### src/design/bile_pkg.sv
// ----------------------------------------------------------------------------
// bile_pkg
// Shared types and codes for the bounded integer list engine.
// ----------------------------------------------------------------------------
`default_nettype none

package bile_pkg;

  localparam int CAPACITY_DEF = 16;
  localparam int VALUE_W      = 32;
  localparam int ACTION_W     = 3;
  localparam int TAKE_W       = 7;

  // Input actions.
  localparam logic [ACTION_W-1:0] ACT_HEAD_INS  = 3'd0;
  localparam logic [ACTION_W-1:0] ACT_TAIL_INS  = 3'd1;
  localparam logic [ACTION_W-1:0] ACT_ORD_INS   = 3'd2;
  localparam logic [ACTION_W-1:0] ACT_REM_HEAD  = 3'd3;
  localparam logic [ACTION_W-1:0] ACT_REM_TAIL  = 3'd4;
  localparam logic [ACTION_W-1:0] ACT_TAKE      = 3'd5;

  // What a cell does with its value on the next edge.
  localparam logic [1:0] CELL_HOLD       = 2'd0;
  localparam logic [1:0] CELL_LOAD       = 2'd1;
  localparam logic [1:0] CELL_FROM_LEFT  = 2'd2;
  localparam logic [1:0] CELL_FROM_RIGHT = 2'd3;

  // Compare result of one cell against the key of an ordered insert.
  typedef struct packed {
    logic gt;
    logic ge;
  } cell_cmp_t;

endpackage

`default_nettype wire

### src/design/bile_cell.sv
// ----------------------------------------------------------------------------
// bile_cell
// One list position: holds an entry, shifts to or from its neighbors and
// compares its entry against the key of an ordered insert.
// ----------------------------------------------------------------------------
`default_nettype none

module bile_cell (
  input  wire logic                                  clk,
  input  wire logic [1:0]                            op,
  input  wire logic signed [bile_pkg::VALUE_W-1:0]   key,
  input  wire logic signed [bile_pkg::VALUE_W-1:0]   left_value,
  input  wire logic signed [bile_pkg::VALUE_W-1:0]   right_value,
  output logic signed [bile_pkg::VALUE_W-1:0]        value,
  output bile_pkg::cell_cmp_t                        cmp
);

  always_ff @(posedge clk) begin
    case (op)
      bile_pkg::CELL_LOAD:       value <= key;
      bile_pkg::CELL_FROM_LEFT:  value <= left_value;
      bile_pkg::CELL_FROM_RIGHT: value <= right_value;
      default:                   value <= value;
    endcase
  end

  assign cmp.gt = (value > key);
  assign cmp.ge = (value >= key);

endmodule

`default_nettype wire

### src/design/bounded_integer_list_engine.sv
// ----------------------------------------------------------------------------
// bounded_integer_list_engine
// Deque with sorted insert held in a row of shifting cells.
// A non-take item gives one result; a take gives one result per entry taken
// (one failed result if none), on consecutive cycles, each after a one-step
// shift toward the head. Busy holds while an item executes or a take
// drains, so no new item is accepted before the last one has executed.
// Reset clears the entry count and control state; results cannot be stalled.
// ----------------------------------------------------------------------------
`default_nettype none

module bounded_integer_list_engine #(
  parameter int CAPACITY = bile_pkg::CAPACITY_DEF
) (
  input  wire logic                                  clk,
  input  wire logic                                  rst,
  input  wire logic                                  start,
  output logic                                       busy,
  input  wire logic [bile_pkg::ACTION_W-1:0]         action,
  input  wire logic signed [bile_pkg::VALUE_W-1:0]   item_value,
  input  wire logic [bile_pkg::TAKE_W-1:0]           take_count,
  output logic                                       done,
  output logic                                       ok,
  output logic signed [bile_pkg::VALUE_W-1:0]        taken_value,
  output logic                                       last
);

  localparam int CW = $clog2(CAPACITY + 1);

  localparam logic [1:0] ST_IDLE = 2'd0;
  localparam logic [1:0] ST_EXEC = 2'd1;
  localparam logic [1:0] ST_TAKE = 2'd2;

  logic [1:0]                          state;
  logic [1:0]                          state_next;
  logic [CW-1:0]                       cnt;
  logic [CW-1:0]                       cnt_next;
  logic [CW-1:0]                       rem;
  logic [bile_pkg::ACTION_W-1:0]       act;
  logic signed [bile_pkg::VALUE_W-1:0] val;
  logic [CAPACITY-1:0]                 flags;

  logic signed [bile_pkg::VALUE_W-1:0] cell_val [CAPACITY];
  bile_pkg::cell_cmp_t                 cell_cmp [CAPACITY];
  logic [CAPACITY-1:0]                 flags_now;
  logic [CAPACITY-1:0]                 tail_mask;
  logic [CAPACITY-1:0]                 ins_mask;
  logic                                do_ins;
  logic                                do_shl;
  logic                                full;
  logic                                res_fire;
  logic                                res_ok;
  logic                                accept;
  logic [CW-1:0]                       rem_now;

  assign accept = start && !busy;
  assign busy   = (state != ST_IDLE);
  assign full   = (cnt == CW'(CAPACITY));

  // A cell flags itself when it is valid and the key belongs at or before it.
  always_comb begin
    for (int i = 0; i < CAPACITY; i++) begin
      if (i == 0) begin
        flags_now[i] = (CW'(i) < cnt) && cell_cmp[i].gt;
      end else begin
        flags_now[i] = (CW'(i) < cnt) && cell_cmp[i].ge;
      end
      tail_mask[i] = (CW'(i) >= cnt);
    end
  end

  assign rem_now = (take_count > bile_pkg::TAKE_W'(cnt)) ? cnt : CW'(take_count);

  always_ff @(posedge clk) begin
    if (accept) begin
      act   <= action;
      val   <= item_value;
      flags <= flags_now;
    end
  end

  // Execute step: pick the insert mask (all positions at or after the insert
  // point) or a shift toward the head, and the result of the item.
  always_comb begin
    state_next = state;
    cnt_next   = cnt;
    ins_mask   = '0;
    do_ins     = 1'b0;
    do_shl     = 1'b0;
    res_fire   = 1'b0;
    res_ok     = 1'b0;
    case (state)
      ST_IDLE: begin
        if (accept) begin
          state_next = ST_EXEC;
        end
      end
      ST_EXEC: begin
        state_next = ST_IDLE;
        res_fire   = 1'b1;
        case (act)
          bile_pkg::ACT_HEAD_INS: begin
            ins_mask = '1;
            do_ins   = !full;
          end
          bile_pkg::ACT_TAIL_INS: begin
            ins_mask = tail_mask;
            do_ins   = !full;
          end
          bile_pkg::ACT_ORD_INS: begin
            // x | -x sets every bit from the lowest flagged cell upward.
            ins_mask = flags | (~flags + CAPACITY'(1)) | tail_mask;
            do_ins   = !full;
          end
          bile_pkg::ACT_REM_HEAD: begin
            do_shl = (cnt != '0);
            res_ok = (cnt != '0);
            if (cnt != '0) begin
              cnt_next = cnt - CW'(1);
            end
          end
          bile_pkg::ACT_REM_TAIL: begin
            res_ok = (cnt != '0);
            if (cnt != '0) begin
              cnt_next = cnt - CW'(1);
            end
          end
          bile_pkg::ACT_TAKE: begin
            if (rem != '0) begin
              state_next = ST_TAKE;
              res_fire   = 1'b0;
            end
          end
          default: begin
            res_ok = 1'b0;
          end
        endcase
        if (do_ins) begin
          res_ok   = 1'b1;
          cnt_next = cnt + CW'(1);
        end
      end
      ST_TAKE: begin
        do_shl   = 1'b1;
        cnt_next = cnt - CW'(1);
        if (rem == CW'(1)) begin
          state_next = ST_IDLE;
        end
      end
      default: begin
        state_next = ST_IDLE;
      end
    endcase
  end

  always_ff @(posedge clk) begin
    if (rst) begin
      state <= ST_IDLE;
      cnt   <= '0;
      done  <= 1'b0;
    end else begin
      state <= state_next;
      cnt   <= cnt_next;
      done  <= res_fire || (state == ST_TAKE);
    end
  end

  always_ff @(posedge clk) begin
    if (accept) begin
      rem <= rem_now;
    end else if (state == ST_TAKE) begin
      rem <= rem - CW'(1);
    end
    if (state == ST_TAKE) begin
      ok          <= 1'b1;
      taken_value <= cell_val[0];
      last        <= (rem == CW'(1));
    end else begin
      ok          <= res_ok;
      taken_value <= '0;
      last        <= 1'b1;
    end
  end

  for (genvar g = 0; g < CAPACITY; g++) begin : g_cell
    logic [1:0]                          op;
    logic                                prev_in;
    logic signed [bile_pkg::VALUE_W-1:0] left_v;
    logic signed [bile_pkg::VALUE_W-1:0] right_v;

    if (g == 0) begin : g_head
      assign prev_in = 1'b0;
      assign left_v  = val;
    end else begin : g_body
      assign prev_in = ins_mask[g-1];
      assign left_v  = cell_val[g-1];
    end

    if (g == CAPACITY - 1) begin : g_end
      assign right_v = cell_val[g];
    end else begin : g_mid
      assign right_v = cell_val[g+1];
    end

    always_comb begin
      if (do_shl) begin
        op = bile_pkg::CELL_FROM_RIGHT;
      end else if (do_ins && ins_mask[g]) begin
        op = prev_in ? bile_pkg::CELL_FROM_LEFT : bile_pkg::CELL_LOAD;
      end else begin
        op = bile_pkg::CELL_HOLD;
      end
    end

    // During an accept the key is the arriving value so the compare lines
    // up with the flags register; during execution it is the stored value.
    bile_cell u_cell (
      .clk         (clk),
      .op          (op),
      .key         ((state == ST_IDLE) ? item_value : val),
      .left_value  (left_v),
      .right_value (right_v),
      .value       (cell_val[g]),
      .cmp         (cell_cmp[g])
    );
  end

endmodule

`default_nettype wire

### config.mk
export PLATFORM = sky130hd
export DESIGN_NAME = bounded_integer_list_engine
export DESIGN_NICKNAME = d
export VERILOG_FILES = /design/src/design/bile_pkg.sv /design/src/design/bile_cell.sv /design/src/design/bounded_integer_list_engine.sv
export SDC_FILE = /design/constraint.sdc
export NUM_CORES = 2
export LEC_CHECK = 0
export ABC_CLOCK_PERIOD_IN_PS = 6500
export BUFFER_PORTS_ARGS = -buffer_cell sky130_fd_sc_hd__buf_4
export CAP_MARGIN = 20
export CORE_MARGIN = 4
export CORE_UTILIZATION = 55
export CTS_BUF_LIST = sky130_fd_sc_hd__clkbuf_16
export DETAILED_ROUTE_END_ITERATION = 8
export PLACE_DENSITY_LB_ADDON = 0.08
export SYNTH_ARGS = -nofsm -noshare
export SYNTH_HDL_FRONTEND = slang
export SYNTH_SLANG_ARGS = --single-unit
### constraint.sdc
create_clock -name clk -period 6.5 [get_ports clk]
set_input_delay 1.3 -clock clk [delete_from_list [all_inputs] [get_ports clk]]
set_output_delay 1.3 -clock clk [all_outputs]
set_load 0.02 [all_outputs]
### After elaboration in Yosys (flattened, before gate mapping)

Cells that the tools add are included.

| storage, ports and cells | value |
|---|---|
| input bits | 45 |
| word-level logic and storage cells | 294 |
| register bits | 610 |
| output and inout port bits | 36 |

| operators by class | value |
|---|---|
| $add $sub $neg | 4 |
| reductions and logical operators | 63 |
| mux-type cells | 89 |
| equal/unequal tests | 60 |
| bitwise gates (word level) | 3 |
| magnitude comparators | 49 |

Operators by type and width:

| operator | number |
|---|---|
| one-hot mux 32 bit (3 select lines) | 15 |
| greater-or-equal comparator 32 bit | 15 |
| two-way mux 2 bit | 50 |
| == test 2 bit, second input constant | 32 |
| one-hot mux 32 bit (2 select lines) | 1 |
| one-hot mux 16 bit (3 select lines) | 1 |
| nonzero test 3 bit | 15 |
| greater-or-equal comparator 4 x 5 -> 1 bit, first input constant | 8 |
| < comparator 4 x 5 -> 1 bit, first input constant | 8 |
| == test 2 x 1 -> 1 bit, second input constant | 17 |
| logical AND 1 bit | 33 |
| > comparator 32 bit | 1 |
| two-way mux 32 bit | 1 |
| bitwise OR 16 bit | 2 |
| two-way mux 5 bit | 6 |
| greater-or-equal comparator 3 x 5 -> 1 bit, first input constant | 4 |
| < comparator 3 x 5 -> 1 bit, first input constant | 4 |
| adder 16 x 1 -> 16 bit, second input constant | 1 |
| two-way mux 16 bit | 1 |
| NOT 16 bit | 1 |
| two-way mux 1 bit | 11 |
| greater-or-equal comparator 1 x 5 -> 1 bit, first input constant | 2 |
| greater-or-equal comparator 2 x 5 -> 1 bit, first input constant | 2 |
| < comparator 1 x 5 -> 1 bit, first input constant | 2 |
| other kinds (24) | 35 |

### Logic depth before layout (Yosys ltp)

| depth | value |
|---|---|
| word-level depth | 11 |
| gate-level depth with buffers | 16 |
| depth with buffers taken out | 12 |

### Hierarchy

From an unflattened synthesis, not the netlist that was laid out.

| unflattened totals | value |
|---|---|
| cell total of the unflattened synthesis | 4,551 |
| area total of the unflattened synthesis | 43,957.2 µm² |

By module, submodules not included:

| module | area each (µm²) | sequential area each (µm²) | instances | cells each |
|---|---|---|---|---|
| bile_cell | 2,439.8 | 960.9 | 16 | 256 |
| bounded_integer_list_engine | 4,919.7 | 2,522.4 | 1 | 455 |

### Least setup slack after synthesis

OpenSTA, ideal clock, no wires.

| path | value |
|---|---|
| path type | flip-flop to flip-flop |
| start | register cnt[1] |
| end | register g_cell[2].u_cell.value[0] in the netlist's numbering (enable) |
| clock period less this slack | 4,820 ps |
| setup slack | 1,680 ps |
| required time | 6,034 ps |
| data arrival time | 4,355 ps |
| library setup time | 466 ps |
| cell stages (with the launch flop) | 9 |
| path buffers | 2 |
| cells stage by stage | dfxtp_1 > clkbuf_1 > inv_1 > ha_1 > and4bb_2 > nor3_2 > nand2_1 > clkbuf_1 > o21ai_0 |

| between the ends | value |
|---|---|
| cells in the longest elaborated chain, start to end | 10 |
| elaborated cells on any way between the ends | 21 |
| those cells by class | 2 x order compare; 4 x eq/ne; 10 x mux; 1 x bitwise; 4 x reduce/logical |

Ends and longest elaborated chain:

| what | RTL line | source |
|---|---|---|
| start: declaration | bounded_integer_list_engine.sv:36 | `logic [CW-1:0] cnt;` |
| start signal: assignment | bounded_integer_list_engine.sv:163 | `cnt <= cnt_next;` |
| branches (longest 7 deep; another with greater-or-equal comparator 1 x 5 -> 1 bit) | -- |  |
| two-way mux 2 bit (*) | bounded_integer_list_engine.sv:206 | `if (do_shl) begin` |
| == test 2 x 1 -> 1 bit or == test 2 bit (tied branches) | bile_cell.sv:19 | `case (op)` |
| nonzero test 3 bit (no line) (*) | -- |  |
| end signal: assignment | bile_cell.sv:20 | `bile_pkg::CELL_LOAD: value <= key;` |
| end signal: assignment | bile_cell.sv:21 | `bile_pkg::CELL_FROM_LEFT: value <= left_value;` |
| end signal: assignment | bile_cell.sv:22 | `bile_pkg::CELL_FROM_RIGHT: value <= right_value;` |
| end: declaration | bile_cell.sv:14 | `output logic signed [bile_pkg::VALUE_W-1:0] value,` |

Mark *: on every way between the ends. The select of a mux whose other input is x is not followed.
A chain may end at the register's enable or synchronous reset.

### Worst setup path in the final report

| path | value |
|---|---|
| start | register state[0] |
| end | register flags[10], data pin |

| between the ends | value |
|---|---|
| cells in the longest elaborated chain, start to end | 4 |

Ends and longest elaborated chain:

| what | RTL line | source |
|---|---|---|
| start: declaration | bounded_integer_list_engine.sv:34 | `logic [1:0] state;` |
| start signal: assignment | bounded_integer_list_engine.sv:162 | `state <= state_next;` |
| zero test 2 bit | bounded_integer_list_engine.sv:220 | `.key ((state == ST_IDLE) ? item_value : val),` |
| two-way mux 32 bit | bounded_integer_list_engine.sv:220 |  |
| greater-or-equal comparator 32 bit | bile_cell.sv:28 | `assign cmp.ge = (value >= key);` |
| logical AND 1 bit | bounded_integer_list_engine.sv:66 | `flags_now[i] = (CW'(i) < cnt) && cell_cmp[i].ge;` |
| net flags_now[10] | bounded_integer_list_engine.sv:45 | `logic [CAPACITY-1:0] flags_now;` |
| end signal: assignment | bounded_integer_list_engine.sv:78 | `flags <= flags_now;` |
| end: declaration | bounded_integer_list_engine.sv:41 | `logic [CAPACITY-1:0] flags;` |

The timed path passes the listed nets, and every way through them passes these cells.

==> results by group <==
Yosys
  – Top_reg_cell synth: edfxtp_1
  – Most numerous cell in the Yosys netlist: a21oi_1
  – Largest cells by area after synthesis: edfxtp_1, ha_1, mux2i_1, a21oi_1, nor2_1
  – Synth Register Bits: 610
  – Syn_area_per_cell: 10.5 um^2
  – Yosys warns: 0
  – Cell variety after synth: 78
  – Post-Synthesis Cells: 3913
  – EDFF count, synth: 568
  – Yosys top cell by area: edfxtp_1
  – Async SR Flop Fraction: 0%
  – Synthesized cell area: 41100 um^2
  – Top post-synthesis cells by count: a21oi_1, edfxtp_1, nor2_1
  – Syn Nets: 4487
  – Sequential-to-total area share from yosys stat: 43.6%
  – Yosys top cell area share: 41.5%

Timing
  – WHS: 0.536 ns
  – Setup violations, final: 0
  – Final TNS setup: 0 ns
  – Slew HR: 5.65%
  – Worst slew pin tran: 1.38 ns
  – Final Max Slew Viols: 0
  – Final WS setup: 1.29 ns
  – Tcrit/Tclk final: 80.1%
  – Maximum clock rate: 192 MHz
  – Min Tclk post-route: 5.21 ns
  – Fin Clk Skew: 0.0291 ns
  – RSZ-0062 raised after global routing: false
  – Endpoints failing hold: 0

Cells and area
  – Nets: 4503
  – Final cell count without fillers: 4951
  – Share of cells above drive strength 1: 9.53%
  – Area Overhead vs Synth: 9.83%

CTS
  – Max Root-Sink Buffers: 3
  – Clk sinks: 610
  – Setup bufs post-CTS: 0
  – Clock transition at path regs: 0.07 ns
  – Hold-fix buffer count after cts: 0
  – H-tree depth: 3
  – CTS root buffer: clkbuf_16
  – PostCTS Resize Cnt: 0
  – Clock latency at the later pin of the worst-skew pair: 0.64 ns
  – CTS tree: yes
  – CTS Buf Count: 73

Drt
  – ANT nets after route: 0
  – DRT Wirelength: 137000 um
  – Via Count: 32400
  – Vias per cell: 6.55
  – DR pass1 iterations: 6
  – Number of DRC markers in iteration 0: 4196
  – WL per Instance: 27.6 um
  – Drt drc: 0

Floorplan
  – Die width: 281 um
  – Die height: 281 um
  – Effective utilization at floorplan: 55.9%
  – Core footprint: 73500 um^2
  – Io pins: 81
  – Site Rows: 99
  – Die ar.: 79100 um^2

Power
  – Cell internal pwr: 0.00808 W
  – Sequential power share: 41.3%
  – Pleak: 19.1 nW
  – Logic pwr share: 22.7%
  – Peak supply drop: 0.000195 V
  – PD cells: 259 nW/um^2
  – Sw Ratio: 30.9%
  – P_sw: 0.00362 W
  – Clk pwr share: 36.0%

Worst hold path
  – Hold crit path type: reg -> reg

Critical path
  – CP Capture Type: flip-flop
  – Reg-to-reg slack, setup: 1.29 ns
  – Worst Path Arrival: 5.57 ns
  – Critical path buffers and inverters: 4
  – Crit-path max FO: 18
  – CP max-delay cell: inv_1
  – Critical Path, Cell by Cell: inv_1 > ha_2 > buf_4 > mux2_2 > inv_1 > ha_1 > a21o_1 > a21o_1 > a21oi_1 > o311ai_0 > clkbuf_2 > a211oi_1 > or4_1 > a21oi_1
  – WP data required: 6.86 ns
  – Startpoint Class: flip-flop
  – Setup Crit Path Kind: reg -> reg
  – Crit path largest cell delay: 0.61 ns
  – Top delay family on crit path: compound AO/OA/AOI/OAI gates

Placement
  – Port Buffers: 80
  – Placer Congestion: 0.973
  – Cell count after placement: 4810
  – Pre-CTS WS: 1.24 ns
  – Detail Placement HPWL: 96900 um

GRT
  – Largest net degree at the start of global routing: 253
  – Total GRT Usage: 34.0%
  – Antenna violations before repair: 5
  – Vias in the first global route: 30500
  – Global-route wire length before repair: 201000 um
  – Total gr overflow: 0

Flow run
  – Max-cap violation count: 0

Outcome
  – Run status: completed
-- placed cells by master, fill, tap and decap left out, drive strengths merged, types with 4 or more instances in the layout --
master     n
a2111oi   10
a211oi    23
a21o     131
a21oi    635
a221oi    14
a31oi     12
and2      37
and3       4
and4      10
buf      150
bufinv     7
clkbuf    80
clkinv    28
dfxtp     42
edfxtp   568
ha       529
inv       91
mux2      66
mux2i    419
nand2    115
nand2b    22
nand3     25
nand4    103
nor2     556
nor2b     24
nor3      33
nor4      18
o2111ai    4
o211ai    12
o21a      12
o21ai    112
o21bai     4
o22ai     18
o31a       4
or2       12
or3        5
or4        7
xnor2      5
-- worst paths after layout --
check                              from               to  cells past startpoint
max                            state[0]        flags[10]                     14
min reg2reg  g_cell[0].u_cell.value[16]  taken_value[16]                      1
min          g_cell[0].u_cell.value[16]  taken_value[16]                      1
max reg2reg                    state[0]        flags[10]                     14
-- through the flow --
stage / util [%] / total power, W / cell area (um^2)
after floorplan: - / 0.00657 / 41100
after global placement: 58.1 / 0.00742 / 42700
after detailed placement: 58.1 / 0.00747 / 42700
after CTS: 61.4 / 0.0116 / 45100
after global routing: 61.4 / 0.0121 / 45100
final: 61.4 / 0.0117 / 45100
-- sequential cells by signal, summed over array words and instances (netlist names), 2 cells and up --
| register | cells |
|---|---|
| act | 3 |
| cnt | 5 |
| flags | 16 |
| g_cell.left_v | 32 |
| g_cell.u_cell.value | 512 |
| rem | 5 |
| state | 2 |
| taken_value | 32 |
-- metal layers --
metal | routed length, um | GRT usage (%)
met1 | 57900 | 48.6
met2 | 59500 | 51.8
met3 | 14300 | 7.36
met4 | 4960 | 10.8
met5 | 71 | 0
-- cells by family (layout without fill, tap and decap cells) --
| kind of cell | count (synthesis) | in the layout | synth area share, % |
|---|---|---|---|
| compound gates | 1017 | 1017 | 14.2 |
| simple gates | 981 | 981 | 10.9 |
| flops | 610 | 610 | 43.6 |
| fa+ha+maj | 529 | 529 | 16.1 |
| mux | 485 | 485 | 12.0 |
| buf+inv | 283 | 359 | 2.95 |
| xor+xnor | 8 | 8 | 0.171 |
| other cells | 0 | 3 | 0 |
-- worst register-to-register path: stages (launching register included) --
cell,delay (ns)
dfxtp_1,0.31
inv_1,0.13
ha_2,0.47
buf_4,0.34
mux2_2,0.55
inv_1,0.62
ha_1,0.39
a21o_1,0.18
a21o_1,0.16
a21oi_1,0.49
o311ai_0,0.25
clkbuf_2,0.22
a211oi_1,0.55
or4_1,0.21
a21oi_1,0.06
-- power groups by stage --
| stage | sequential (W) | clock, W | combinational, W |
|---|---|---|---|
| final | 0.00483 | 0.00421 | 0.00266 |
| after global placement | 0.00490 | 0 | 0.00252 |
| after detailed placement | 0.00490 | 0 | 0.00257 |
| after global routing | 0.00484 | 0.00438 | 0.00290 |
| after floorplan | 0.00481 | 0 | 0.00176 |
| after CTS | 0.00482 | 0.00422 | 0.00258 |
-- final cells by class --
cell class                      count  area [um^2]
Antenna cell                        3         7.51
Clock buffer                       78         1950
Clock inverter                     57          443
Fill cell                        6080        28300
Inverter                           72          270
Multi-Input combinational cell   3020        22100
Sequential cell                   610        17900
Tap cell                          959         1200
Timing Repair Buffer              152         1210
(Power assumes the default switching activity.)
